## src/rtl/text_terminal_cursor_scroll_macros.svh

```systemverilog
// Assertion macros for the character-cell terminal.
// Included by the top level; ASSERT_OFF turns every check into nothing.
`ifndef TEXT_TERMINAL_CURSOR_SCROLL_MACROS_SVH
`define TEXT_TERMINAL_CURSOR_SCROLL_MACROS_SVH
`ifndef ASSERT_OFF
`define TTCS_ASSERT(label, clk, rst_n, prop) \
  label: assert property (@(posedge clk) disable iff (!rst_n) prop) \
    else $error("ttcs check failed");
`define TTCS_ASSERT_ALWAYS(label, clk, prop) \
  label: assert property (@(posedge clk) prop) \
    else $error("ttcs check failed");
`else
`define TTCS_ASSERT(label, clk, rst_n, prop)
`define TTCS_ASSERT_ALWAYS(label, clk, prop)
`endif
`endif

```

## src/rtl/ttcs_pkg.sv

```systemverilog
// Shared types and constants of the character-cell terminal.
// No dependencies; used by the front, back and top level.
`default_nettype none
package ttcs_pkg;

  localparam int CHAR_W = 8;
  localparam int ATTR_W = 8;
  localparam int ROW_IN_W = 5;
  localparam int COL_IN_W = 7;
  localparam int POS_W = 11;
  localparam int CELL_W = CHAR_W + ATTR_W;
  localparam int REG_IDX_W = 2;

  localparam logic [CHAR_W-1:0] CH_BS    = 8'h08;
  localparam logic [CHAR_W-1:0] CH_TAB   = 8'h09;
  localparam logic [CHAR_W-1:0] CH_LF    = 8'h0A;
  localparam logic [CHAR_W-1:0] CH_CR    = 8'h0D;
  localparam logic [CHAR_W-1:0] CH_FIRST = 8'h20;
  localparam logic [CHAR_W-1:0] CH_LAST  = 8'h7F;
  localparam logic [CHAR_W-1:0] CH_BLANK = 8'h00;

  localparam logic [ATTR_W-1:0] TEXT_ATTR_RESET  = 8'd3;
  localparam logic [ATTR_W-1:0] BLANK_ATTR_RESET = 8'd11;

  localparam logic [REG_IDX_W-1:0] REG_TEXT_ATTR  = 2'd0;
  localparam logic [REG_IDX_W-1:0] REG_BLANK_ATTR = 2'd1;

  typedef enum logic [2:0] {
    CMD_NOP,
    CMD_PRINT,
    CMD_BS,
    CMD_TAB,
    CMD_LF,
    CMD_CR,
    CMD_READ,
    CMD_READ_NONE
  } cmd_kind_t;

  typedef struct packed {
    cmd_kind_t             kind;
    logic [CHAR_W-1:0]     ch;
    logic [ROW_IN_W-1:0]   row;
    logic [COL_IN_W-1:0]   col;
  } ttcs_cmd_t;

  typedef struct packed {
    logic [POS_W-1:0]  cursor_pos;
    logic [CHAR_W-1:0] cell_char;
    logic [ATTR_W-1:0] cell_attr;
    logic              scrolled;
  } ttcs_res_t;

endpackage
`default_nettype wire

```

## src/rtl/ttcs_front.sv

```systemverilog
// Front end: accepts items, decodes them into commands, and queues them.
// Depends on ttcs_pkg.
`default_nettype none
module ttcs_front
  import ttcs_pkg::*;
#(
  parameter int ROWS = 25,
  parameter int COLS = 80
) (
  input  wire logic                clk,
  input  wire logic                rst_n,
  input  wire logic                in_push,
  input  wire logic                in_action,
  input  wire logic [CHAR_W-1:0]   in_char_code,
  input  wire logic [ROW_IN_W-1:0] in_read_row,
  input  wire logic [COL_IN_W-1:0] in_read_col,
  input  wire logic                hold,
  output logic                     in_full,
  output logic                     cmd_valid,
  output ttcs_cmd_t                cmd,
  input  wire logic                cmd_pop
);

  localparam int QDEPTH = 2;

  ttcs_cmd_t   q_r [QDEPTH];
  logic        wp_r, wp_nxt;
  logic        rp_r, rp_nxt;
  logic [1:0]  cnt_r, cnt_nxt;
  ttcs_cmd_t   dec;
  logic        push_fire;
  logic        pop_fire;

  always_comb begin
    dec.ch  = in_char_code;
    dec.row = in_read_row;
    dec.col = in_read_col;
    if (in_action) begin
      if (int'(in_read_row) < ROWS && int'(in_read_col) < COLS) begin
        dec.kind = CMD_READ;
      end else begin
        dec.kind = CMD_READ_NONE;
      end
    end else if (in_char_code >= CH_FIRST && in_char_code <= CH_LAST) begin
      dec.kind = CMD_PRINT;
    end else begin
      case (in_char_code)
        CH_BS:   dec.kind = CMD_BS;
        CH_TAB:  dec.kind = CMD_TAB;
        CH_LF:   dec.kind = CMD_LF;
        CH_CR:   dec.kind = CMD_CR;
        default: dec.kind = CMD_NOP;
      endcase
    end
  end

  assign in_full   = (cnt_r == 2'(QDEPTH)) || hold;
  assign push_fire = in_push && !in_full;
  assign cmd_valid = (cnt_r != 2'd0);
  assign pop_fire  = cmd_pop && cmd_valid;
  assign cmd       = q_r[rp_r];

  always_comb begin
    wp_nxt  = push_fire ? ~wp_r : wp_r;
    rp_nxt  = pop_fire ? ~rp_r : rp_r;
    cnt_nxt = cnt_r;
    if (push_fire && !pop_fire) begin
      cnt_nxt = cnt_r + 2'd1;
    end else if (pop_fire && !push_fire) begin
      cnt_nxt = cnt_r - 2'd1;
    end
  end

  always_ff @(posedge clk) begin
    if (!rst_n) begin
      wp_r  <= 1'b0;
      rp_r  <= 1'b0;
      cnt_r <= 2'd0;
    end else begin
      wp_r  <= wp_nxt;
      rp_r  <= rp_nxt;
      cnt_r <= cnt_nxt;
    end
  end

  always_ff @(posedge clk) begin
    if (push_fire) begin
      q_r[wp_r] <= dec;
    end
  end

endmodule
`default_nettype wire

```

## config.mk

```make
export PLATFORM = sky130hd
export DESIGN_NAME = ttcs_front
export DESIGN_NICKNAME = d
export VERILOG_FILES = /design/src/rtl/text_terminal_cursor_scroll_macros.svh /design/src/rtl/ttcs_pkg.sv /design/src/rtl/ttcs_front.sv
export SDC_FILE = /design/constraint.sdc
export NUM_CORES = 1
export LEC_CHECK = 0
export ABC_AREA = 1
export CAP_MARGIN = 5
export CORE_UTILIZATION = 45
export CTS_CLUSTER_DIAMETER = 50
export DETAILED_ROUTE_END_ITERATION = 10
export DONT_BUFFER_PORTS = 1
export GPL_ROUTABILITY_DRIVEN = 0
export PLACE_DENSITY_LB_ADDON = 0.05
export SYNTH_ARGS = -nofsm -noshare
export SYNTH_HDL_FRONTEND = slang
export SYNTH_SLANG_ARGS = --single-unit
export TNS_END_PERCENT = 50
```

## constraint.sdc

```tcl
create_clock -name clk -period 1.98 [get_ports clk]
set_input_delay 0.198 -clock clk [delete_from_list [all_inputs] [get_ports clk]]
set_output_delay 0.198 -clock clk [all_outputs]
set_load 0.005 [all_outputs]
```

==> results.md <==
* Fin. Hold Viols at 0
* Maxcap violations at 0
* Fin util at 55.8%
* ANT nets after route at 0
* Antenna diode count at 0
* Core Area at 4350 µm²
* H-tree Lvls at 2
* Ranking of synthesized cells by area: edfxtp_1 68%, mux2_2 13%, dfxtp_1 4.9%, nand2_1 3.3%, nor2_1 2.9%
* Predominant post-synthesis flop cell: edfxtp_1
* Max Slew Vio Count at 0
* Layout area overhead at 19.0%
* CP max stage delay at 0.52 ns
* Setup bufs post-CTS at 0
* Largest net degree at the start of global routing at 24
* Final layout net count at 195
* Syn Nets at 167
* RSZ-0062 raised after global routing: no
* CP startpoint kind: flop
* Critical path endpoint category: output pin
* TritonCTS Buffers at 5
* WP data required at 1.78 ns
* Post-synthesis register bit count at 51
* Worst EP arrival at 1.41 ns
* Fmax at 0.621 GHz
* Post-synth EDFFs at 46
* Buffers added on ports at 0
* Detailed Routing Iterations Pass 1 at 4
* Post-synth top area cell: edfxtp_1
* Max_slew headroom at 77.6%
* Via count at 1,139
* Num rows at 24
* Top-area cell type share of the netlist area at 67.7%
* Routed WL per cell at 16.8 µm
* Yosys warns at 0
* Leak at 0.885 nW
* Number of global-route vias before repair at 1,283
* DP HPWL at 2.23 mm
* CTS tree: yes
* Initial Util at 46.9%
* PnR Total Power at 2.38 mW
* Most common cell in the netlist: edfxtp_1
* Clk_lat worst skew at 0.30 ns
* Synth Area per Inst at 14.6 µm²
* Cells after Synth at 140
* Peak VDD IR at 529 µV
* Final WL at 3.71 mm
* Share of cells above drive strength 1 at 20.7%
* Tightest Hold Check Type: input pin to flop
* Crit Path Category: flop to output pin
* Die W at 69.3 µm
* Fillers at 363
* IO Pins at 51
* Slowest CP cell: dfxtp_1
* Mapped cell area at 2040 µm²
* First-pass GRT wire length at 6.12 mm
* Final setup viols at 0
* Top post-synthesis cells by count: 46 x edfxtp_1, 23 x mux2_2, 18 x nand2_1, 16 x nor2_1, 15 x inv_1
* Antenna violations before repair at 0
* Worst slew pin tran at 0.335 ns
* DIE HEIGHT at 69.3 µm
* Die area at 4810 µm²
* TNS Setup at 0 ns
* Netlist cell types at 14
* Post-route clock skew at 0.00472 ns
* Crit path cell chain: buf_12, mux2_2
* Run status: finished clean
* Final min period at 1.61 ns
* Number of remaining DRC errors at 0
* Max Buffers Root-to-Sink at 2
* Sink Count at 51
* Grt total ovfl at 0
* Root Buffer: clkbuf_8
* Max FO, Critical Path at 18
* Initial DRC Count at 74
* Async set-or-reset flop fraction in the synthesized netlist at 0%
* Register area share after synthesis at 72.6%
* Clk slew on worst S/H paths at 0.08 ns
* PwrDens at 979 nW/µm²
* Tot GR Track Use at 17.0%
* Vias per inst at 5.15
* Tcrit/Tclk final at 81.3%
[metal layers]
metal	global-route usage [%]	wire (µm)
met5	0	0
met3	4.22	174
met2	29.6	1850
met1	19.7	1620
met4	7.48	68
[cell families after synthesis]
group / Yosys count / share of synthesized area (%)
AND/OR/NAND/NOR: 41 / 8.40
adder cells (fa/ha/maj): 1 / 0.613
buffers and inverters: 17 / 3.86
multiplexers: 23 / 12.7
AO/OA/AOI/OAI: 7 / 1.84
flip-flops: 51 / 72.6
[cell type report]
class	count	area (µm²)	share of cell area (%)
Clock buffer	5	68.8	2.83
Clock inverter	3	38.8	1.60
Timing Repair Buffer	23	235	9.69
Multi-Input combinational cell	72	483	19.9
Inverter	15	56.3	2.32
Tap cell	52	65.1	2.68
Sequential cell	51	1480	61.0
[power breakdown]
group | leakage [nW] | switching [mW] | internal (mW) | total (mW)
combinational | 0.366 | 0.193 | 0.179 | 0.372
sequential | 0.462 | 0.0393 | 1.26 | 1.30
clock | 0.0556 | 0.337 | 0.370 | 0.708
[timing repair]
action / 4_1_cts / 5_1_grt
hold buffers: 20 / 0
hold endpoints to repair: 40 / 0
gates resized for setup: 0 / 0
[critical path: cells and delay by family (launching register included)]
kind | cells | cell delay, ns
flops | 1 | 0.52
mux | 1 | 0.37
buf+inv | 1 | 0.21
[cells in the final DEF, fill, tap and decap left out]
cell	instances
edfxtp_1	46
mux2_2	23
dlygate4sd3_1	20
nand2_1	18
inv_1	15
nor2_1	15
dfxtp_1	5
clkbuf_8	5
o21ai_0	4
nand3_1	3
nand4_1	3
a21oi_1	2
buf_4	2
nand3_2	1
o21a_1	1
nor2_2	1
ha_1	1
clkinv_2	1
bufinv_16	1
clkinv_1	1
buf_12	1
[metrics by stage]
stage | setup WS (ns) | cell area [µm²] | hold WS (ns) | instances
after global placement | 0.619 | 2120 | 0.297 | 193
after global routing | 0.293 | 2430 | 0.0285 | 221
after CTS | 0.340 | 2430 | 0.00581 | 221
after floorplan | 0.354 | 2040 | 0.297 | 140
after detailed placement | 0.526 | 2120 | 0.297 | 193
final | 0.370 | 2430 | 0.0155 | 221
[path summary, 6_finish.rpt]
kind | from | endpoint | slack [ns] | depth (start not counted)
hold reg to reg | cnt_r[0]$_SDFFE_PN0P_ | cnt_r[0]$_SDFFE_PN0P_ | 0.50 | 1
setup reg to reg | cnt_r[0]$_SDFFE_PN0P_ | q_r[1][22]$_DFFE_PP_ | 0.53 | 5
setup / recovery | flop | cmd[20] | 0.37 | 2
hold / removal | rst_n | cnt_r[1]$_SDFFE_PN0P_ | 0.02 | 2
[flip-flops by register name, indices dropped and copies added, names as in the netlist, named ones only]
register / flops
q_r: 46
cnt_r: 2
rp_r: 1
wp_r: 1
Note: power is estimated with default switching activity, not from simulation.
